===== src/design/esl_pkg.sv =====
// Shared types and constants for the encoder speed low-pass block.
// No dependencies; every other file of the block imports this package.
`timescale 1ns / 1ps

package esl_pkg;

    localparam int CNT_W   = 32;
    localparam int DT_W    = 20;
    localparam int PPR_W   = 16;
    localparam int ALPHA_W = 17;
    localparam int ADDR_W  = 3;
    localparam int DATA_W  = 32;

    // 60e6 us per minute times ten for the tenths of a pulse.
    localparam logic [29:0] RPM_NUMERATOR    = 30'd600000000;
    // 2*pi/60 in unsigned Q0.32.
    localparam logic [28:0] RADS_PER_RPM_Q32 = 29'd449767923;

    localparam logic [PPR_W-1:0]   PPR_RESET   = 16'd4488;
    localparam logic [ALPHA_W-1:0] ALPHA_RESET = 17'd11796;
    localparam logic [ALPHA_W-1:0] ALPHA_ONE   = 17'd65536;

    localparam int DIV_STEPS = 32;
    localparam int DIV_CNT_W = $clog2(DIV_STEPS);

    typedef enum logic [0:0] {
        REG_PPR   = 1'b0,
        REG_ALPHA = 1'b1
    } reg_index_t;

    typedef enum logic [3:0] {
        ST_IDLE,
        ST_PREP,
        ST_CHECK,
        ST_DIV,
        ST_RAW,
        ST_FILT,
        ST_UPDATE,
        ST_RADS,
        ST_OUT
    } esl_state_t;

    typedef struct packed {
        logic start;
        logic prep;
        logic check;
        logic div_step;
        logic raw;
        logic filt_mul;
        logic filt_update;
        logic rads_mul;
        logic load_out;
    } esl_cmd_t;

    typedef struct packed {
        logic zero_dt;
        logic div_last;
        logic out_free;
    } esl_status_t;

    typedef struct packed {
        logic [PPR_W-1:0]   ppr;
        logic [ALPHA_W-1:0] alpha;
    } esl_cfg_t;

endpackage


===== src/design/esl_cfg.sv =====
// APB-style configuration registers: pulses per revolution and filter weight.
// Depends on esl_pkg.
`timescale 1ns / 1ps

module esl_cfg
    import esl_pkg::*;
(
    input  logic              clk,
    input  logic              rst_n,
    input  logic              psel,
    input  logic              penable,
    input  logic              pwrite,
    input  logic [ADDR_W-1:0] paddr,
    input  logic [DATA_W-1:0] pwdata,
    output logic [DATA_W-1:0] prdata,
    output logic              pready,
    output esl_cfg_t          cfg
);

    logic [PPR_W-1:0]   ppr_reg;
    logic [ALPHA_W-1:0] alpha_reg;
    reg_index_t         index;
    logic               wr_en;

    assign pready = 1'b1;
    assign index  = reg_index_t'(paddr[2]);
    assign wr_en  = psel & penable & pwrite & pready;

    always_ff @(posedge clk or negedge rst_n)
    begin
        if (!rst_n)
        begin
            ppr_reg   <= PPR_RESET;
            alpha_reg <= ALPHA_RESET;
        end
        else if (wr_en)
        begin
            case (index)
                REG_PPR:   ppr_reg   <= pwdata[PPR_W-1:0];
                REG_ALPHA: alpha_reg <= pwdata[ALPHA_W-1:0];
                default:   ppr_reg   <= ppr_reg;
            endcase
        end
    end

    always_comb
    begin
        case (index)
            REG_PPR:   prdata = {{(DATA_W-PPR_W){1'b0}}, ppr_reg};
            REG_ALPHA: prdata = {{(DATA_W-ALPHA_W){1'b0}}, alpha_reg};
            default:   prdata = '0;
        endcase
    end

    assign cfg.ppr   = ppr_reg;
    assign cfg.alpha = alpha_reg;

endmodule


===== config.mk =====
export PLATFORM = sky130hd
export DESIGN_NAME = esl_cfg
export DESIGN_NICKNAME = d
export VERILOG_FILES = /design/src/design/esl_pkg.sv /design/src/design/esl_cfg.sv
export SDC_FILE = /design/constraint.sdc
export NUM_CORES = 1
export LEC_CHECK = 0
export BUFFER_PORTS_ARGS = -buffer_cell sky130_fd_sc_hd__buf_2
export CAP_MARGIN = 40
export CORE_MARGIN = 3
export CORE_UTILIZATION = 42
export CTS_BUF_LIST = sky130_fd_sc_hd__clkbuf_16
export DETAILED_ROUTE_END_ITERATION = 16
export HOLD_SLACK_MARGIN = 0.08
export PLACE_DENSITY_LB_ADDON = 0.3
export SLEW_MARGIN = 20
export SYNTH_ARGS = -nofsm -noshare
export SYNTH_HDL_FRONTEND = slang
export SYNTH_SLANG_ARGS = --single-unit
export TNS_END_PERCENT = 30

===== constraint.sdc =====
create_clock -name clk -period 0.9 [get_ports clk]
set_input_delay 0.045 -clock clk [delete_from_list [all_inputs] [get_ports clk]]
set_output_delay 0.045 -clock clk [all_outputs]
set_load 0.01 [all_outputs]

==> summary.md <==
| Metric | Value |
|---|---|
| Status | `finished, violations left` |
| Failing checks | `setup timing` |
| Crit Path Class | `reg -> out` |
| Comb power frac | `0.451` |
| Vias per inst | `4.577` |
| H-tree depth | `2` |
| Post-Syn Instances | `107` |
| Yosys Warn Count | `0` |
| Total Routed Length | `4870 µm` |
| Initial Util | `0.4428` |
| Nets | `272` |
| Final core utilization | `0.8027` |
| First-pass GRT wire length | `6555 µm` |
| Commonest non-fill, non-tap cell in the layout | `buf_6` |
| Critical path startpoint | `ppr_reg[2]$_DFFE_PN0P_` |
| Core Footprint | `3716 µm²` |
| Crit Path Max Fanout | `2` |
| Tcrit/Tclk final | `1.258` |
| Layout Area Growth over Synthesis | `81.29%` |
| Overall Global Routing Usage | `0.1952` |
| Final worst slack | `-0.2322 ns` |
| Post-route insts no fill | `281` |
| Max Clock Freq | `883.2 MHz` |
| Layout cells sized above 1 | `0.7382` |
| CTS Buffer Depth | `2` |
| Worst-path clk slew | `0.05 ns` |
| Worst endpoint required time | `0.85 ns` |
| CTS root buf | `clkbuf_16` |
| Clock network fraction of total power | `0.229` |
| Dpl hpwl | `2552 µm` |
| Seq pwr share | `0.320` |
| Fin. max-slew vios | `0` |
| CP Capture Type | `primary output` |
| Drt wl/cell | `17.33 µm` |
| DR iter-0 viols | `45` |
| Min-delay worst type | `in -> async` |
| Tmin final | `1.132 ns` |
| Final setup vio count | `53` |
| Worst VDD drop | `1434 µV` |
| Gpl congestion | `0.7574` |
| Initial antenna violation count | `0` |
| Reg2reg end | `alpha_reg[1]$_DFFE_PN0P_` |
| Cell Area, Synth | `1645 µm²` |
| Full die area | `4705 µm²` |
| Ant. Diodes | `0` |
| Pint | `4.885 mW` |
| Total CTS buffers | `5` |
| Max FFs per register | `17` |
| Pwr per Cell Area | `2265 nW/µm²` |
| Switching part of the total power | `0.2770` |
| Max_cap viols | `0` |
| Inst Count DP | `225` |
| Worst Setup EP | `prdata[2]` |
| Chip width | `68.59 µm` |
| R2R cell count | `3` |
| Seq/Total Area, Yosys | `0.5095` |
| Total congestion overflow | `0` |
| Cell variety after synth | `11` |
| Clk_skew | `0 ns` |
| Port Buffers | `72` |
| Most frequent cells in the layout | `buf_6, buf_2, mux2_4` |
| Endpoints failing hold | `0` |
| Insertion delay to the later sink of the worst-skew pair | `0.27 ns` |
| CP arrival | `1.09 ns` |
| Leakage dissipation | `1.529 nW` |
| Place WS | `-0.1246 ns` |
| Crit Reg-Reg Startpoint | `alpha_reg[1]$_DFFE_PN0P_` |
| Height of the die | `68.59 µm` |
| Initial DRT Pass Iterations | `4` |
| CP Launch Type | `flop` |
| Core Rows | `22` |
| ANT nets after route | `0` |
| Total number of vias | `1286` |
| I/O pin cnt | `106` |
| R2r setup slk | `-0.09 ns` |
| CTS Sinks | `33` |
| CTS tree | `built` |
| Synth Register Bits | `33` |
| Switching pwr | `1.871 mW` |
| DRC Markers | `0` |
| RSZ-0062 raised after global routing | `true` |
| Synthesized area per cell | `15.38 µm²` |
| Pin count of the biggest net entering global routing | `34` |
| Vias in the first global route | `1347` |
[critical path, cell delays in order (launching register included)]
cell,delay (ns)
dfrtp_1,0.40
mux2_4,0.29
buf_6,0.13
[power groups by stage]
stage | registers, mW | clock network (mW) | logic (mW)
2_1_floorplan | 2.27 | 0 | 0.767
3_3_place_gp | 2.12 | 0 | 1.53
3_5_place_dp | 2.15 | 0 | 1.55
4_1_cts | 2.11 | 1.57 | 2.52
5_1_grt | 2.20 | 1.65 | 3.24
6_report | 2.16 | 1.55 | 3.05
[metrics by stage]
stage / instance area, µm² / hold slack [ns] / setup TNS [ns] / power, mW
floorplan: 1710 / -0.2506 / -0.6736 / 3.042
global placement: 2014 / 0.01438 / -2.625 / 3.657
detailed placement: 2014 / 0.02253 / -3.362 / 3.701
CTS: 2734 / 0.2809 / -4.916 / 6.194
global route: 2983 / 0.2991 / -7.799 / 7.088
finish: 2983 / 0.2885 / -6.332 / 6.757
[synth_stat cells]
cell type / instances / area [µm²]
conb_1: 2 / 7.510
dfstp_2: 10 / 262.8
buf_6: 3 / 33.78
mux2_2: 39 / 439.2
nand4_4: 1 / 21.27
mux2_4: 10 / 150.1
buf_4: 16 / 120.1
buf_2: 1 / 5.000
dfrtp_1: 23 / 575.6
nand4b_4: 1 / 23.77
and2_1: 1 / 6.260
[layout make-up]
class                      count  area [µm²]
clock buffer                   5       125.1
fill                         222       733.2
tap                           48       60.06
timing repair buffer         124        1180
sequential                    33       838.3
clock inverter                 3       11.26
multi-input combinational     68       768.2
[worst min-delay path by stage]
stage / end / slack [ns] / depth (start not counted)
after floorplan: alpha_reg[0]$_DFFE_PN0P_ / -0.25 / 0
after global placement: ppr_reg[1]$_DFFE_PN0P_ / 0.01 / 2
after detailed placement: ppr_reg[1]$_DFFE_PN0P_ / 0.02 / 2
after CTS: ppr_reg[1]$_DFFE_PN0P_ / 0.28 / 3
after global routing: ppr_reg[2]$_DFFE_PN0P_ / 0.30 / 3
final: alpha_reg[1]$_DFFE_PN0P_ / 0.29 / 3
[logic make-up after synthesis]
kind of cell,count (synthesis),share of synthesized area
simple gates,3,0.03118
mux,49,0.3582
other cells,2,0.004564
buf+inv,20,0.09658
flops,33,0.5095
[layer usage]
layer,track usage,vias up,share of wire
li1,-,596,-
met3,0.04052,6,0.052
met4,0.07444,0,0.0092
met2,0.3719,51,0.56
met5,0,-,0
met1,0.2070,633,0.38
[timing repair]
action                                  CTS  global route
hold buffers                             18             0
endpoints found under the hold margin    66             0
setup buffers                            19            11
gates resized for setup                  46            39
endpoints found under the setup margin   27            55
pin swaps                                 1             0
Note: power is estimated with default switching activity, not from simulation.
