[src/design/esl_pkg.sv]
// Shared types and constants for the encoder speed low-pass block.
// No dependencies; every other file of the block imports this package.
`timescale 1ns / 1ps

package esl_pkg;

    localparam int CNT_W   = 32;
    localparam int DT_W    = 20;
    localparam int PPR_W   = 16;
    localparam int ALPHA_W = 17;
    localparam int ADDR_W  = 3;
    localparam int DATA_W  = 32;

    // 60e6 us per minute times ten for the tenths of a pulse.
    localparam logic [29:0] RPM_NUMERATOR    = 30'd600000000;
    // 2*pi/60 in unsigned Q0.32.
    localparam logic [28:0] RADS_PER_RPM_Q32 = 29'd449767923;

    localparam logic [PPR_W-1:0]   PPR_RESET   = 16'd4488;
    localparam logic [ALPHA_W-1:0] ALPHA_RESET = 17'd11796;
    localparam logic [ALPHA_W-1:0] ALPHA_ONE   = 17'd65536;

    localparam int DIV_STEPS = 32;
    localparam int DIV_CNT_W = $clog2(DIV_STEPS);

    typedef enum logic [0:0] {
        REG_PPR   = 1'b0,
        REG_ALPHA = 1'b1
    } reg_index_t;

    typedef enum logic [3:0] {
        ST_IDLE,
        ST_PREP,
        ST_CHECK,
        ST_DIV,
        ST_RAW,
        ST_FILT,
        ST_UPDATE,
        ST_RADS,
        ST_OUT
    } esl_state_t;

    typedef struct packed {
        logic start;
        logic prep;
        logic check;
        logic div_step;
        logic raw;
        logic filt_mul;
        logic filt_update;
        logic rads_mul;
        logic load_out;
    } esl_cmd_t;

    typedef struct packed {
        logic zero_dt;
        logic div_last;
        logic out_free;
    } esl_status_t;

    typedef struct packed {
        logic [PPR_W-1:0]   ppr;
        logic [ALPHA_W-1:0] alpha;
    } esl_cfg_t;

endpackage

[src/design/esl_if.sv]


interface esl_result_if;
    logic               valid;
    logic               ready;
    logic signed [31:0] speed_rpm_q8;
    logic signed [31:0] speed_rads_q8;
    logic               time_error;

    modport source (output valid, output speed_rpm_q8, output speed_rads_q8,
                    output time_error, input ready);
    modport sink   (input valid, input speed_rpm_q8, input speed_rads_q8,
                    input time_error, output ready);
endinterface

[src/design/esl_datapath.sv]
// Datapath: count delta, restoring divider for the raw rpm, low-pass filter,
// rad/s scaling and the result register. Depends on esl_pkg and esl_if.
`timescale 1ns / 1ps

module esl_datapath
    import esl_pkg::*;
(
    input  logic                    clk,
    input  logic                    rst_n,
    input  logic signed [CNT_W-1:0] encoder_count,
    input  logic [DT_W-1:0]         elapsed_us,
    input  esl_cfg_t                cfg,
    input  esl_cmd_t                cmd,
    output esl_status_t             sts,
    esl_result_if.source            result
);

    localparam int DEN_W = PPR_W + DT_W;
    localparam int NUM_W = CNT_W + 30;

    // Filter and count state.
    logic [CNT_W-1:0]        prev_count_reg;
    logic signed [31:0]      filt_reg;

    // Per-sample working registers.
    logic [CNT_W-1:0]        delta_reg;
    logic [DT_W-1:0]         dt_reg;
    logic                    neg_reg;
    logic [NUM_W-1:0]        num_reg;
    logic [DEN_W-1:0]        den_reg;
    logic                    ovf_reg;
    logic [DEN_W-1:0]        rem_reg;
    logic [31:0]             low_reg;
    logic [DIV_CNT_W-1:0]    div_cnt_reg;
    logic signed [31:0]      raw_reg;
    logic signed [50:0]      fprod_reg;
    logic signed [61:0]      rprod_reg;

    // Result register.
    logic                    res_valid_reg;
    logic signed [31:0]      res_rpm_reg;
    logic signed [31:0]      res_rads_reg;
    logic                    res_err_reg;

    logic [CNT_W-1:0]        mag;
    logic [PPR_W-1:0]        ppr_eff;
    logic [ALPHA_W-1:0]      alpha_eff;
    logic [NUM_W-25:0]       num_hi;
    logic [DEN_W:0]          trial;
    logic                    q_bit;
    logic [31:0]             limit;
    logic [31:0]             total;
    logic signed [32:0]      diff;
    logic signed [17:0]      alpha_s;
    logic signed [50:0]      fround;
    logic signed [34:0]      fstep;
    logic signed [34:0]      filt_new;
    logic signed [63:0]      rads_sum;

    assign mag       = delta_reg[CNT_W-1] ? (~delta_reg + 1'b1) : delta_reg;
    assign ppr_eff   = (cfg.ppr == '0) ? {{(PPR_W-1){1'b0}}, 1'b1} : cfg.ppr;
    assign alpha_eff = (cfg.alpha > ALPHA_ONE) ? ALPHA_ONE : cfg.alpha;

    // The dividend is num * 256; its part above the 32 quotient bits.
    assign num_hi = num_reg[NUM_W-1:24];
    assign trial  = {rem_reg, low_reg[31]};
    assign q_bit  = (trial >= {1'b0, den_reg});

    assign limit = neg_reg ? 32'h8000_0000 : 32'h7FFF_FFFF;
    assign total = (ovf_reg || (low_reg > limit)) ? limit : low_reg;

    assign diff     = {raw_reg[31], raw_reg} - {filt_reg[31], filt_reg};
    assign alpha_s  = $signed({1'b0, alpha_eff});
    assign fround   = fprod_reg + 51'sd32768;
    assign fstep    = fround[50:16];
    assign filt_new = {{3{filt_reg[31]}}, filt_reg} + fstep;
    assign rads_sum = {{2{rprod_reg[61]}}, rprod_reg} + 64'sd2147483648;

    always_ff @(posedge clk or negedge rst_n)
    begin
        if (!rst_n)
        begin
            prev_count_reg <= '0;
            filt_reg       <= '0;
            res_valid_reg  <= 1'b0;
        end
        else
        begin
            if (cmd.start)
                prev_count_reg <= encoder_count;
            if (cmd.filt_update)
                filt_reg <= filt_new[31:0];
            if (cmd.load_out)
                res_valid_reg <= 1'b1;
            else if (result.ready)
                res_valid_reg <= 1'b0;
        end
    end

    always_ff @(posedge clk)
    begin
        if (cmd.start)
        begin
            delta_reg <= encoder_count - prev_count_reg;
            dt_reg    <= elapsed_us;
        end
        if (cmd.prep)
        begin
            neg_reg <= delta_reg[CNT_W-1];
            num_reg <= NUM_W'(mag) * NUM_W'(RPM_NUMERATOR);
            den_reg <= DEN_W'(ppr_eff) * DEN_W'(dt_reg);
        end
        if (cmd.check)
        begin
            // A quotient of 2^32 or more saturates whatever the steps give.
            ovf_reg     <= (num_hi >= {2'b00, den_reg});
            rem_reg     <= num_hi[DEN_W-1:0];
            low_reg     <= {num_reg[23:0], 8'h00};
            div_cnt_reg <= '0;
        end
        if (cmd.div_step)
        begin
            rem_reg     <= q_bit ? (trial[DEN_W-1:0] - den_reg) : trial[DEN_W-1:0];
            low_reg     <= {low_reg[30:0], q_bit};
            div_cnt_reg <= div_cnt_reg + 1'b1;
        end
        if (cmd.raw)
            raw_reg <= neg_reg ? $signed(~total + 1'b1) : $signed(total);
        if (cmd.filt_mul)
            fprod_reg <= 51'(diff) * 51'(alpha_s);
        if (cmd.rads_mul)
            rprod_reg <= 62'(filt_reg) * 62'($signed({1'b0, RADS_PER_RPM_Q32}));
        if (cmd.load_out)
        begin
            res_rpm_reg  <= filt_reg;
            res_rads_reg <= rads_sum[63:32];
            res_err_reg  <= (dt_reg == '0);
        end
    end

    assign sts.zero_dt  = (dt_reg == '0);
    assign sts.div_last = (div_cnt_reg == DIV_CNT_W'(DIV_STEPS - 1));
    assign sts.out_free = !res_valid_reg || result.ready;

    assign result.valid         = res_valid_reg;
    assign result.speed_rpm_q8  = res_rpm_reg;
    assign result.speed_rads_q8 = res_rads_reg;
    assign result.time_error    = res_err_reg;

`ifndef NO_ASSERTIONS
    a_filter_held: assert property (@(posedge clk) disable iff (!rst_n)
        !cmd.filt_update |=> $stable(filt_reg))
        else $error("filter state changed outside its update phase");

    a_load_sets_valid: assert property (@(posedge clk) disable iff (!rst_n)
        cmd.load_out |=> res_valid_reg)
        else $error("result load did not raise valid");

    a_load_only_when_free: assert property (@(posedge clk) disable iff (!rst_n)
        cmd.load_out |-> (!res_valid_reg || result.ready))
        else $error("result overwritten before it was taken");
`endif

endmodule

[src/flat_wrapper.sv]
// flat-port wrapper written by rule: the top's interface ports become plain ports
module esl_datapath_flat import esl_pkg::*;
  (clk, rst_n, encoder_count, elapsed_us, cfg, cmd, sts, result_valid, result_speed_rpm_q8, result_speed_rads_q8, result_time_error, result_ready);
  esl_result_if result_i ();
  input  logic clk;
  input  logic rst_n;
  input  logic signed [CNT_W-1:0] encoder_count;
  input  logic [DT_W-1:0] elapsed_us;
  input  esl_cfg_t cfg;
  input  esl_cmd_t cmd;
  output esl_status_t sts;
  output wire logic [$bits(result_i.valid)-1:0] result_valid;
  output wire logic [$bits(result_i.speed_rpm_q8)-1:0] result_speed_rpm_q8;
  output wire logic [$bits(result_i.speed_rads_q8)-1:0] result_speed_rads_q8;
  output wire logic [$bits(result_i.time_error)-1:0] result_time_error;
  input wire logic [$bits(result_i.ready)-1:0] result_ready;
  assign result_valid = result_i.valid;
  assign result_speed_rpm_q8 = result_i.speed_rpm_q8;
  assign result_speed_rads_q8 = result_i.speed_rads_q8;
  assign result_time_error = result_i.time_error;
  assign result_i.ready = result_ready;
  esl_datapath u_core (.clk(clk), .rst_n(rst_n), .encoder_count(encoder_count), .elapsed_us(elapsed_us), .cfg(cfg), .cmd(cmd), .sts(sts), .result(result_i));
endmodule
[config.mk]
export PLATFORM = sky130hd
export DESIGN_NAME = esl_datapath_flat
export DESIGN_NICKNAME = d
export VERILOG_FILES = /design/src/design/esl_pkg.sv /design/src/design/esl_if.sv /design/src/design/esl_datapath.sv /design/src/flat_wrapper.sv
export SDC_FILE = /design/constraint.sdc
export NUM_CORES = 2
export LEC_CHECK = 0
export ABC_AREA = 0
export BUFFER_PORTS_ARGS = -buffer_cell sky130_fd_sc_hd__buf_2
export CAP_MARGIN = 20
export CELL_PAD_IN_SITES_DETAIL_PLACEMENT = 1
export CELL_PAD_IN_SITES_GLOBAL_PLACEMENT = 2
export CORE_MARGIN = 1
export CORE_UTILIZATION = 44
export DETAILED_ROUTE_END_ITERATION = 8
export GPL_TIMING_DRIVEN = 0
export HOLD_SLACK_MARGIN = 0.06
export PLACE_DENSITY_LB_ADDON = 0.3
export SLEW_MARGIN = 30
export SYNTH_ARGS = -nofsm -noshare
export SYNTH_HDL_FRONTEND = slang
export SYNTH_SLANG_ARGS = --single-unit
[constraint.sdc]
create_clock -name clk -period 11 [get_ports clk]
set_input_delay 0.55 -clock clk [delete_from_list [all_inputs] [get_ports clk]]
set_output_delay 0.55 -clock clk [all_outputs]
set_load 0.1 [all_outputs]
==> run metrics <==
synthesized area a little over 80000 µm²; count leader, synth inv_1; number of CTS-inserted buffers 56; total routed wirelength ~250 mm; Final Cycle Share a little over nine tenths; Initial Utilization 44.4%; Critical Path RT between 10 and 15 ns; Yosys top cell by area fa_1; GRT overflow 0; die height 435 µm; DRT iter0 DRCs 3162; Ys Warns 0; Clock Sinks around 440; Overall Global Routing Usage between 20% and 30%; max layer used met4; RSZ-0062 raised after global routing true; Distinct cells, synth 91; Final setup viols 0; CTS H-tree lvls 2; max reg flops 53; vias post-DR 59400; DR WL met2 ~130 mm; DRC viols 0; Worst-Skew Late Latency approximately 0.75 ns; Die Footprint 189000 µm²; Synth area leaders fa_1 37%, ha_1 14%, edfxtp_1 14%; Mapped Cells between 8000 and 9000; Max FO, Critical Path 11; WL met3 ~8.4 mm; Worst Slack Setup Final roughly 0.38 ns; Placeable Area approximately 190000 µm²; worst path bufs/invs 6; Detail Placement HPWL roughly 220 mm; first-pass GRT wire length around 390 mm; status completed; TritonRoute pass-1 iters 5; WS Path Type register to register; ys async rst share 14.7%; vias in the first global route 67000; nets around 11000; share of post-route cells with drive strength above 1 ~4.4%; row cnt between 150 and 200; GP Congestion around 0.94; CP Depth 33; reg2reg path depth 33; CTS tree done; fin crit period ~11 ns; Fin. Hold Viols 0; clock skew approximately 0.11 ns; relative slew slack between 20% and 30%; CP max stage cell dfrtp_4; Hold Path Stages 3; most frequent cells after synthesis 1964 x inv_1, 1530 x fa_1, 955 x ha_1; fmax around 0.094 GHz; DR WL/cell around 23 µm; Max-Cap Viols 0; CP most frequent cell fa_1; P&R area growth vs syn 8.36%; Longest Clk Path Bufs 3; Net Count, Synth 10900; Synth Flop Type edfxtp_1; Clock transition at path regs around 0.060 ns; Synth Register Bits about 440; largest net degree at the start of global routing 54; max incr delay on CP around 0.59 ns; Root Driver clkbuf_16; Worst-Margin Slew between 1 and 1.5 ns; worst hold path type input pin to register; initial antenna violation count 8; I/O pins 166; top-area cell type share of the netlist area roughly 37%; Hold WS around 0.17 ns; vias per cell approximately 5.3; Seq/Total Area, Yosys 15.7%; startpoint types register; Slew Viols, Final 0; IO Port Bufs 163; Worst Path Arrival 11.06 ns; Crit path max-delay family compound AO/OA/AOI/OAI gates; WL met1 between 100 and 150 mm; dpl ws -1.12 ns; Syn Area/Cell between 9 and 10 µm²; Die W approximately 430 µm; number of synthesized flops with an enable pin about 380; fill count between 20000 and 25000; CP endpoint kind register; ANT nets after route 0
layout make-up:
cell class	instances	area [µm²]	share of cell area [%]
multi-input combinational	5765	61600	69.0
sequential	441	13000	14.5
inverter	1967	7380	8.27
tap	2480	3100	3.47
timing repair buffer	231	1600	1.79
clock buffer	64	1440	1.61
buffer	190	737	0.825
clock inverter	39	438	0.490
antenna	2	5.00	0.00560
logic make-up (layout without fill, tap and decap cells):
group,Yosys count,in the layout,synth area share [%]
compound gates,1050,1050,8.08
flops,441,441,15.7
buf+inv,2157,2491,9.84
fa+ha+maj,2488,2488,51.7
xor+xnor,391,391,4.20
mux,43,43,0.554
simple gates,1793,1793,9.96
other cells,0,2,0
tightest hold or removal path: cells and delay by family:
family                 cells  cell delay, ns
AND/OR/NAND/NOR            2            0.15
buffers and inverters      1            0.07
repair_timing:
action	in CTS	in global routing
cloned	0	0
pin swaps	0	2
hold buffers	54	0
endpoints found under the hold margin	117	0
resized for setup	22	30
endpoints found under the setup margin	15	5
buffers inserted	2	3
final timing paths:
path / from / to / slack, ns
max: u_core.filt_reg[10]$_DFFE_PN0P_ / u_core.fprod_reg[41]$_DFFE_PP_ / 0.38
min: result_ready / u_core.result.valid$_DFFE_PN0P_ / 0.17
max reg2reg: u_core.filt_reg[10]$_DFFE_PN0P_ / u_core.fprod_reg[41]$_DFFE_PP_ / 0.38
min reg2reg: u_core.num_reg[10]$_DFFE_PP_ / u_core.low_reg[18]$_DFFE_PP_ / 0.50
max in group asynchronous: rst_n / u_core.filt_reg[9]$_DFFE_PN0P_ / 10.03
min in group asynchronous: rst_n / u_core.prev_count_reg[24]$_DFFE_PN0P_ / 0.26
through the flow:
step | instance area (µm²) | TNS, ns | utilization (%) | std cells
finish | 89300 | 0 | 48.1 | 11200
global route | 89300 | -0.0191 | 48.1 | 11200
CTS | 89200 | 0 | 48.0 | 11200
detailed placement | 86700 | -7.14 | 46.6 | 11000
global placement | 86300 | -12.71 | 46.5 | 11000
floorplan | 82400 | 0 | - | 8363
layer usage:
metal / GRT usage [%] / up-vias
met3: 2.19 / 379
met2: 47.6 / 1133
met5: 0 / -
li1: - / 26800
met1: 35.4 / 31100
met4: 8.99 / 0
cell usage in the layout, fill, tap and decap left out, drive strengths merged, types with 33 or more instances in the layout:
master | synthesis | layout
a21oi | 323 | 323
o21ai | 238 | 238
o21a | 61 | 61
nand2 | 693 | 693
nor3 | 67 | 67
o21bai | 33 | 33
fa | 1530 | 1530
ha | 955 | 955
and3 | 46 | 46
dlygate4sd3 | 0 | 54
nor2 | 485 | 485
xor2 | 103 | 103
nand4 | 45 | 45
edfxtp | 376 | 376
nor2b | 49 | 49
nand3 | 73 | 73
a21o | 157 | 157
nand2b | 57 | 57
inv | 1964 | 1970
a211oi | 40 | 40
buf | 13 | 191
xnor2 | 287 | 287
dfrtp | 65 | 65
and2 | 186 | 186
clkbuf | 177 | 240
Power is left out: the tool's default activity adds up to more than one toggle a clock period on the data nets, which glitch-free logic cannot reach.
