### config.mk
export PLATFORM = sky130hd
export DESIGN_NAME = esl_ctrl
export DESIGN_NICKNAME = d
export VERILOG_FILES = /design/src/design/esl_pkg.sv /design/src/design/esl_ctrl.sv
export SDC_FILE = /design/constraint.sdc
export NUM_CORES = 1
export LEC_CHECK = 0
export BUFFER_PORTS_ARGS = -buffer_cell sky130_fd_sc_hd__buf_4
export CAP_MARGIN = 40
export CORE_AREA = 2 2 39 41
export DETAILED_ROUTE_END_ITERATION = 16
export DIE_AREA = 0 0 41 43
export HOLD_SLACK_MARGIN = 0.05
export PLACE_DENSITY = 0.57
export SLEW_MARGIN = 20
export SYNTH_ARGS = -nofsm -noshare
export SYNTH_HDL_FRONTEND = slang
export SYNTH_SLANG_ARGS = --single-unit
### constraint.sdc
create_clock -name clk -period 2.3 [get_ports clk]
set_input_delay 0.23 -clock clk [delete_from_list [all_inputs] [get_ports clk]]
set_output_delay 0.23 -clock clk [all_outputs]
set_load 0.02 [all_outputs]
### src/design/esl_pkg.sv
// Shared types and constants for the encoder speed low-pass block.
// No dependencies; every other file of the block imports this package.
`timescale 1ns / 1ps

package esl_pkg;

    localparam int CNT_W   = 32;
    localparam int DT_W    = 20;
    localparam int PPR_W   = 16;
    localparam int ALPHA_W = 17;
    localparam int ADDR_W  = 3;
    localparam int DATA_W  = 32;

    // 60e6 us per minute times ten for the tenths of a pulse.
    localparam logic [29:0] RPM_NUMERATOR    = 30'd600000000;
    // 2*pi/60 in unsigned Q0.32.
    localparam logic [28:0] RADS_PER_RPM_Q32 = 29'd449767923;

    localparam logic [PPR_W-1:0]   PPR_RESET   = 16'd4488;
    localparam logic [ALPHA_W-1:0] ALPHA_RESET = 17'd11796;
    localparam logic [ALPHA_W-1:0] ALPHA_ONE   = 17'd65536;

    localparam int DIV_STEPS = 32;
    localparam int DIV_CNT_W = $clog2(DIV_STEPS);

    typedef enum logic [0:0] {
        REG_PPR   = 1'b0,
        REG_ALPHA = 1'b1
    } reg_index_t;

    typedef enum logic [3:0] {
        ST_IDLE,
        ST_PREP,
        ST_CHECK,
        ST_DIV,
        ST_RAW,
        ST_FILT,
        ST_UPDATE,
        ST_RADS,
        ST_OUT
    } esl_state_t;

    typedef struct packed {
        logic start;
        logic prep;
        logic check;
        logic div_step;
        logic raw;
        logic filt_mul;
        logic filt_update;
        logic rads_mul;
        logic load_out;
    } esl_cmd_t;

    typedef struct packed {
        logic zero_dt;
        logic div_last;
        logic out_free;
    } esl_status_t;

    typedef struct packed {
        logic [PPR_W-1:0]   ppr;
        logic [ALPHA_W-1:0] alpha;
    } esl_cfg_t;

endpackage

### src/design/esl_ctrl.sv
// Sequencer for the speed calculation: steps the datapath through delta,
// division, filter and output phases. Depends on esl_pkg.
`timescale 1ns / 1ps

module esl_ctrl
    import esl_pkg::*;
(
    input  logic        clk,
    input  logic        rst_n,
    input  logic        sample_valid,
    output logic        in_ready,
    input  esl_status_t sts,
    output esl_cmd_t    cmd
);

    esl_state_t state_reg;
    esl_state_t state_next;

    always_ff @(posedge clk or negedge rst_n)
    begin
        if (!rst_n)
            state_reg <= ST_IDLE;
        else
            state_reg <= state_next;
    end

    always_comb
    begin
        state_next = state_reg;
        case (state_reg)
            ST_IDLE:
            begin
                if (sample_valid)
                    state_next = ST_PREP;
            end
            ST_PREP:   state_next = sts.zero_dt ? ST_RADS : ST_CHECK;
            ST_CHECK:  state_next = ST_DIV;
            ST_DIV:
            begin
                if (sts.div_last)
                    state_next = ST_RAW;
            end
            ST_RAW:    state_next = ST_FILT;
            ST_FILT:   state_next = ST_UPDATE;
            ST_UPDATE: state_next = ST_RADS;
            ST_RADS:   state_next = ST_OUT;
            ST_OUT:
            begin
                if (sts.out_free)
                    state_next = ST_IDLE;
            end
            default:   state_next = ST_IDLE;
        endcase
    end

    always_comb
    begin
        cmd      = '0;
        in_ready = 1'b0;
        case (state_reg)
            ST_IDLE:
            begin
                in_ready  = 1'b1;
                cmd.start = sample_valid;
            end
            ST_PREP:   cmd.prep        = 1'b1;
            ST_CHECK:  cmd.check       = 1'b1;
            ST_DIV:    cmd.div_step    = 1'b1;
            ST_RAW:    cmd.raw         = 1'b1;
            ST_FILT:   cmd.filt_mul    = 1'b1;
            ST_UPDATE: cmd.filt_update = 1'b1;
            ST_RADS:   cmd.rads_mul    = 1'b1;
            ST_OUT:    cmd.load_out    = sts.out_free;
            default:   cmd             = '0;
        endcase
    end

`ifndef NO_ASSERTIONS
    a_accept_starts: assert property (@(posedge clk) disable iff (!rst_n)
        (sample_valid && in_ready) |=> (state_reg == ST_PREP))
        else $error("accepted beat did not start a calculation");

    a_no_update_on_error: assert property (@(posedge clk) disable iff (!rst_n)
        (state_reg == ST_UPDATE) |-> !sts.zero_dt)
        else $error("filter updated for a zero elapsed time");

    a_div_then_raw: assert property (@(posedge clk) disable iff (!rst_n)
        (state_reg == ST_DIV && sts.div_last) |=> (state_reg == ST_RAW))
        else $error("division did not hand over to the raw speed phase");
`endif

endmodule

==> impl_metrics.py, run 1 <==
metrics = {
    "run_status": {
        "status": "finished, final reports clean",
    },
    "floorplan": {
        "die_h_um": 43,
        "num_rows": 14,
        "dieArea_mm2": 0.00176,
        "coreArea_mm2": 0.00138,
        "start_util_pct": 22.5,
        "die_w_um": 41,
        "boundaryPins": 16,
    },
    "drt": {
        "wire_per_inst_um": 9.40,
        "drt_iter0_drc": 13,
        "vias": 312,
        "ant_nets": 0,
        "drtPass1Iterations": 3,
        "routed_wl_um": 658,
        "via_per_inst": 4.46,
        "drc": 0,
    },
    "grt": {
        "grt_max_degree": 12,
        "grt_use_total_pct": 8.76,
        "grt-ovfl-total": 0,
        "grt_pass1_wl_um": 1000,
        "grt_pass1_vias": 250,
        "antenna_found_initial": 0,
    },
    "sta": {
        "setup-violations-final": 0,
        "hold_viol_final": 0,
        "worst_pin_slew_ns": 0.377,
        "fin_crit_sh_pct": 68.6,
        "slew_viol_final": 0,
        "skew_ns": 0.00422,
        "whs_ns": 0.190,
        "rsz0062_at_grt": "no",
        "setup_tns_ns": 0,
        "relSlewSlack_pct": 74.8,
        "period_minus_slack_ns": 1.58,
        "max_freq_ghz": 0.634,
        "setup_ws_ns": 0.723,
    },
    "power_and_ir_drop": {
        "net-switching-power_w": 0.000331,
        "p_int_w": 0.000338,
        "vdd_ir_drop_max_mv": 0.709,
        "power.density_mw_per_mm2": 1520,
        "total_leakage_power_nw": 0.208,
        "p_comb_share_pct": 54.9,
        "p_clk_share_pct": 12.8,
        "pwr-share-seq_pct": 32.3,
        "switching_share_pct": 49.5,
    },
    "synthesis": {
        "synth_top_area_share_pct": 32.1,
        "ys_ff_latch": 4,
        "synthCells": 39,
        "ys_warn_count": 0,
        "synthDistinctLibCells": 20,
        "yosysTopAreaCell": "dfrtp_1",
        "syn_nets": 45,
        "yosysSeqAreaShare_pct": 32.1,
        "ys_top_cells_by_area": "dfrtp_1 32%, nor3_1 9.6%, nor2_1 9.6%, buf_6 7.2%, nor4_4 6.8%",
        "postSynthAreaPerCell_um2": 7.99,
        "synthesis.area_um2": 312,
    },
    "worst_setup_path": {
        "cp-end-kind": "output pin",
        "rrSetupSlack_ns": 1.15,
        "critPathMaxFanout": 9,
        "crit_path_start_kind": "flop",
        "crit_required_ns": 2.07,
        "worstPathArrival_ns": 1.35,
        "worstSetupPathType": "flop to output pin",
    },
    "cts": {
        "clk_latency_ns": 0.24,
        "root_buffer": "clkbuf_4",
        "post_cts.repair.setup_buffers": 0,
        "cts_resized": 0,
        "clockBufferDepth": 2,
        "htree_levels": 1,
        "clock-sinks": 4,
        "cts_tree": "done",
        "cts-buffers-inserted": 3,
        "path_clk_slew_ns": 0.04,
    },
    "cells_and_area": {
        "fillers": 150,
        "area_growth_pct": 41.8,
        "drive_above_1_share_pct": 40.7,
        "diodes": 0,
        "nets": 62,
        "largest_reg_flops": 4,
    },
    "min_path": {
        "worstHoldPathType": "primary input to flop",
    },
    "run": {
        "drv_cap": 0,
    },
    "placed_design": {
        "numPortBuffers": 15,
        "dp_worst_setup_slack_ns": 0.966,
        "gp_congestion": 0.695,
        "dp_hpwl_um": 517,
    },
}
layer usage:
layer | vias up | GRT usage, % | share of wire [%]
met5 | - | 0 | 0
met4 | 0 | 4.00 | 0
met3 | 0 | 6.28 | 6.4
met2 | 6 | 11.9 | 51
met1 | 142 | 10.1 | 42
li1 | 164 | - | -
power by group through the flow:
stage          Sequential (W)  Clock (W)  Combinational (W)
5_1_grt              0.000227  0.0000944           0.000403
2_1_floorplan        0.000120          0           0.000388
3_3_place_gp         0.000213          0           0.000374
6_report             0.000216  0.0000859           0.000368
4_1_cts              0.000215  0.0000898           0.000374
3_5_place_dp         0.000216          0           0.000373
layout by cell type, fill, tap and decap left out:
master / Yosys / layout
buf_4: 1 / 15
nor2_1: 8 / 8
nor3_1: 6 / 6
dfrtp_1: 4 / 4
nand2b_1: 3 / 3
clkbuf_4: 0 / 3
inv_1: 2 / 2
nor4_4: 1 / 1
nand2_2: 1 / 1
nor2_2: 1 / 1
nand3_1: 1 / 1
and2_1: 1 / 1
a21oi_1: 1 / 1
nor4_1: 1 / 1
o22ai_1: 1 / 1
nand2_1: 1 / 1
o21ai_0: 1 / 1
a221o_1: 1 / 1
a21oi_2: 1 / 1
dlygate4sd3_1: 0 / 1
final timing paths:
path                                   start           end  cells after the start
worst max-delay path            state_reg[0]        cmd[8]                      3
worst min-delay path                  sts[0]  state_reg[3]                      2
worst max register to register  state_reg[2]  state_reg[0]                      3
worst min register to register  state_reg[3]  state_reg[1]                      1
max in group asynchronous              rst_n  state_reg[1]                      2
min in group asynchronous              rst_n  state_reg[0]                      2
logic make-up after synthesis:
| group | Yosys count | synth area share [%] |
|---|---|---|
| DFF | 4 | 32.1 |
| buffers and inverters | 6 | 13.7 |
| and+or+nand+nor | 24 | 43.0 |
| AOI/OAI and AO/OA | 5 | 11.2 |
stage by stage:
stage | instances | cell area (µm²) | total power [W] | utilization (%)
2_1_floorplan | 39 | 312 | 0.000507 | -
3_3_place_gp | 66 | 409 | 0.000588 | 29.6
3_5_place_dp | 66 | 409 | 0.000589 | 29.6
4_1_cts | 70 | 442 | 0.000679 | 31.9
5_1_grt | 70 | 442 | 0.000724 | 31.9
6_report | 70 | 442 | 0.000670 | 31.9
what timing repair did:
| action | CTS | global route |
|---|---|---|
| endpoints found under the hold margin | 4 | 0 |
| endpoints found under the setup margin | 0 | 0 |
| hold buffers | 1 | 0 |
critical path, stage by stage, from the launching register on:
cell	delay, ns
dfrtp_1	0.50
nor4_4	0.32
and2_1	0.15
buf_4	0.13
cell usage after synthesis:
cell and n:
a21oi_1 1, a21oi_2 1, a221o_1 1, and2_1 1, buf_2 1, buf_4 1, buf_6 2, dfrtp_1 4
inv_1 2, nand2_1 1, nand2_2 1, nand2b_1 3, nand3_1 1, nor2_1 8, nor2_2 1, nor3_1 6
nor4_1 1, nor4_4 1, o21ai_0 1, o22ai_1 1
layout make-up:
class | instances | area, µm² | share of cell area, %
clock buffer | 3 | 22.5 | 5.10
inverter | 2 | 7.51 | 1.70
multi-input combinational | 29 | 169 | 38.2
sequential | 4 | 100 | 22.7
tap | 16 | 20.0 | 4.53
timing repair buffer | 16 | 123 | 27.8
No activity file was read; power rests on OpenSTA's default activity.
==> run 2: changes to the inputs <==
clock period = 1.5 ns   (was 2.3 ns; I/O delays follow)
==> impl_metrics.py, run 2 (synthesis gave the netlist of run 1 again) <==
metrics = {
    "cells_and_area": {
        "drive_above_1_share_pct": 50.9,
        "fillers": 150,
        "layout_commonest_cell": "buf_4",
        "largest_reg_flops": 4,
        "nets": 65,
        "final_cell_mix": "18 x buf_4, 8 x nor2_1, 6 x nor3_1",
        "area_growth_pct": 52.6,
        "diodes": 0,
        "post-route-util_pct": 34.4,
    },
    "power_and_ir_drop": {
        "vdd_ir_drop_max_mv": 1.04,
        "finalPower_w": 0.00113,
        "total_leakage_power_nw": 0.221,
        "power.density_mw_per_mm2": 2370,
    },
    "sta": {
        "fin_crit_sh_pct": 96.5,
        "setup_ws_ns": 0.0520,
        "hold_viol_final": 0,
        "setup-violations-final": 0,
        "rsz0062_at_grt": "yes",
        "slew_viol_final": 0,
        "worst_pin_slew_ns": 0.323,
        "period_minus_slack_ns": 1.45,
        "skew_ns": 0.00878,
        "max_freq_ghz": 0.691,
        "relSlewSlack_pct": 78.4,
    },
    "drt": {
        "drt_iter0_drc": 2,
        "drc": 0,
        "via_per_inst": 4.42,
        "vias": 323,
        "routed_wl_um": 708,
        "wire_per_inst_um": 9.70,
        "ant_nets": 0,
        "drtPass1Iterations": 3,
    },
    "min_path": {
        "worstHoldPathType": "primary input to flop",
        "hold_path_depth": 2,
    },
    "floorplan": {
        "num_rows": 14,
        "die_h_um": 43,
        "coreArea_mm2": 0.00138,
        "die_w_um": 41,
        "dieArea_mm2": 0.00176,
        "start_util_pct": 22.5,
        "boundaryPins": 16,
    },
    "worst_setup_path": {
        "reg2reg_from": "state_reg[2]",
        "critPathLaunch": "state_reg[0]",
        "reg2reg_to": "state_reg[0]",
        "worstPathArrival_ns": 1.30,
        "worstSetupPathType": "flop to output pin",
        "rrSetupSlack_ns": 0.43,
        "critPathMaxFanout": 9,
        "worst_r2r_path_depth": 3,
        "crit_required_ns": 1.35,
        "crit_path_start_kind": "flop",
        "cp-end-kind": "output pin",
        "crit_end": "cmd[0]",
    },
    "cts": {
        "htree_levels": 1,
        "clockBufferDepth": 2,
        "clk_latency_ns": 0.23,
        "cts_tree": "done",
        "cts-buffers-inserted": 3,
        "path_clk_slew_ns": 0.04,
        "clock-sinks": 4,
        "root_buffer": "clkbuf_4",
    },
    "grt": {
        "antenna_found_initial": 0,
        "grt_max_degree": 10,
        "grt_use_total_pct": 9.79,
        "grt_pass1_wl_um": 1130,
        "grt_pass1_vias": 275,
        "grt-ovfl-total": 0,
    },
    "run": {
        "drv_cap": 0,
    },
    "placed_design": {
        "dp_worst_setup_slack_ns": 0.238,
        "dp_hpwl_um": 538,
        "numPortBuffers": 15,
        "gp_congestion": 0.726,
    },
    "run_status": {
        "status": "finished, final reports clean",
    },
}
[run 2: cell count changes in the layout (fill, tap and decap cells not counted)]
cell      before  now
buf_4         15   18
nand2b_1       3    2
dfrtp_1        4    1
dfrtp_2        0    3
nand2b_4       0    1
[run 2: cell type report]
class                      instances  area [µm²]  share of cell area, %
sequential                         4         104                   21.8
inverter                           2        7.51                   1.58
clock buffer                       3        22.5                   4.74
tap                               16        20.0                   4.21
multi-input combinational         29         176                   37.1
timing repair buffer              19         145                   30.5
[run 2: worst min-delay path by stage]
stage            from           end  slack [ns]
3_3_place_gp    rst_n  state_reg[0]       -0.05
6_report       sts[0]  state_reg[3]        0.11
2_1_floorplan   rst_n  state_reg[0]       -0.15
5_1_grt        sts[0]  state_reg[3]        0.12
3_5_place_dp    rst_n  state_reg[0]       -0.05
4_1_cts        sts[0]  state_reg[3]        0.11
[run 2: stage by stage]
step           cells  TNS [ns]  hold WS (ns)  cell area [µm²]
4_1_cts           71         0         0.109              450
3_3_place_gp      67         0       -0.0524              417
6_report          73         0         0.114              475
2_1_floorplan     39         0        -0.146              312
3_5_place_dp      67         0       -0.0513              417
5_1_grt           73   -0.0390         0.125              475
[run 2: per-layer routing]
| metal | part of all wire, % | track usage, % |
|---|---|---|
| met1 | 44 | 13.4 |
| met2 | 54 | 11.9 |
| met3 | 2.4 | 4.71 |
| met4 | 0 | 6.00 |
| met5 | 0 | 0 |
[run 2: what timing repair did]
action,in CTS,in global routing
buffers inserted,0,2
endpoints found under the setup margin,2,3
endpoints found under the hold margin,4,0
gates resized for setup,1,3
hold buffers,1,0
[run 2: where the power goes]
group / switching (W) / internal (W)
clock: 0.0000416 / 0.0000893
combinational: 0.000324 / 0.000330
sequential: 0.000166 / 0.000173
total: 0.000532 / 0.000593
[run 2: worst max-delay path, stage by stage (launching register included)]
cell     delay [ns]
dfrtp_2        0.47
nor2_2         0.20
nand3_1        0.13
nor2_1         0.12
buf_4          0.15
==> run 3: changes to the inputs <==
RECOVER_POWER = 50   (was not set)
==> impl_metrics.py, run 3 (synthesis gave the netlist of run 1 again) <==
metrics = {
    "floorplan": {
        "die_h_um": 43,
        "dieArea_mm2": 0.00176,
        "start_util_pct": 22.5,
        "boundaryPins": 16,
        "coreArea_mm2": 0.00138,
        "num_rows": 14,
        "die_w_um": 41,
    },
    "drt": {
        "drt_iter0_drc": 6,
        "drc": 0,
        "ant_nets": 0,
        "drtPass1Iterations": 4,
        "routed_wl_um": 701,
        "vias": 322,
        "via_per_inst": 4.41,
        "wire_per_inst_um": 9.60,
    },
    "placed_design": {
        "dp_hpwl_um": 538,
        "gp_congestion": 0.726,
        "dpl_cell_area_um2": 417,
        "numPortBuffers": 15,
    },
    "cts": {
        "cts_tree": "done",
        "cts-buffers-inserted": 3,
        "root_buffer": "clkbuf_4",
        "clockBufferDepth": 2,
        "path_clk_slew_ns": 0.04,
        "clk_latency_ns": 0.23,
        "clock-sinks": 4,
        "htree_levels": 1,
    },
    "worst_setup_path": {
        "worstPathArrival_ns": 1.30,
        "crit_required_ns": 1.35,
        "reg2reg_from": "state_reg[2]",
        "crit_path_start_kind": "flop",
        "worstSetupPathType": "flop to output pin",
        "cp-end-kind": "output pin",
        "critPathLaunch": "state_reg[0]",
        "critPathMaxFanout": 9,
    },
    "power_and_ir_drop": {
        "power.density_mw_per_mm2": 2380,
        "total_leakage_power_nw": 0.218,
        "vdd_ir_drop_max_mv": 1.04,
    },
    "cells_and_area": {
        "layout_commonest_cell": "buf_4",
        "nets": 65,
        "final_cell_mix": "17 x buf_4, 8 x nor2_1, 6 x nor3_1",
        "diodes": 0,
        "area_growth_pct": 51.4,
        "stdcell_area_um2": 472,
        "largest_reg_flops": 4,
        "fillers": 149,
        "drive_above_1_share_pct": 49.1,
    },
    "grt": {
        "grt_pass1_wl_um": 1130,
        "grt_use_total_pct": 9.79,
        "grt-ovfl-total": 0,
        "grt_max_degree": 10,
        "grt_pass1_vias": 275,
        "antenna_found_initial": 0,
    },
    "min_path": {
        "hold_start": "sts[0]",
        "worstHoldPathType": "primary input to flop",
    },
    "sta": {
        "skew_ns": 0.00793,
        "hold_viol_final": 0,
        "setup-violations-final": 0,
        "max_freq_ghz": 0.691,
        "fin_crit_sh_pct": 96.4,
        "rsz0062_at_grt": "yes",
        "relSlewSlack_pct": 78.8,
        "slew_viol_final": 0,
        "whs_ns": 0.113,
        "period_minus_slack_ns": 1.45,
        "worst_pin_slew_ns": 0.319,
    },
    "run_status": {
        "status": "finished, final reports clean",
    },
    "run": {
        "drv_cap": 0,
    },
}
-- run 3: layout make-up --
| cell class | instances | area [µm²] | share of cell area [%] |
|---|---|---|---|
| flip-flops and latches | 4 | 104 | 22.0 |
| clock buffers | 3 | 22.5 | 4.77 |
| multi-input cells | 29 | 176 | 37.4 |
| repair buffers | 19 | 141 | 30.0 |
| inverters | 2 | 7.51 | 1.59 |
| well taps | 16 | 20.0 | 4.24 |
-- run 3: worst paths after layout --
| kind | depth (start not counted) | slack, ns | end |
|---|---|---|---|
| worst max-delay path | 4 | 0.05 | cmd[0] |
| worst min-delay path | 2 | 0.11 | state_reg[3] |
| worst max register to register | 3 | 0.43 | state_reg[0] |
| worst min register to register | 1 | 0.66 | state_reg[2] |
| max in group asynchronous | 2 | 1.01 | state_reg[1] |
| min in group asynchronous | 2 | 0.28 | state_reg[2] |
-- run 3: routing by layer --
layer | GRT usage [%] | share of wire [%] | vias to the layer above
li1 | - | - | 171
met1 | 13.4 | 43 | 147
met2 | 11.9 | 54 | 4
met3 | 4.71 | 2.4 | 0
met4 | 6.00 | 0 | 0
met5 | 0 | 0 | -
-- run 3: timing repair --
item,CTS,global route
hold buffers,1,0
pin swaps,0,0
setup endpoints to repair,2,3
gates cloned,0,0
setup buffers,0,2
hold endpoints to repair,4,0
resized for setup,1,3
-- run 3: critical path, stage by stage (launching register included) --
cell and delay, ns:
dfrtp_2 0.47, nor2_2 0.20, nand3_1 0.13, nor2_1 0.12, buf_4 0.15
-- run 3: report_power, final --
part	leakage (nW)	switching [W]	internal [W]
Sequential	0.0455	0.000165	0.000173
Clock	0.0138	0.0000409	0.0000892
Combinational	0.158	0.000325	0.000329
Total	0.218	0.000531	0.000592
-- run 3: stage by stage --
step,TNS (ns),total power [W],setup WS [ns],cells,utilization (%)
after global routing,-0.0390,0.00122,-0.0299,73,34.1
final,0,0.00112,0.0537,73,34.1
after global placement,0,0.000932,0.228,67,30.1
after CTS,0,0.00107,0.0246,71,32.5
after detailed placement,0,0.000929,0.238,67,30.1
after floorplan,0,0.000778,0.151,39,-
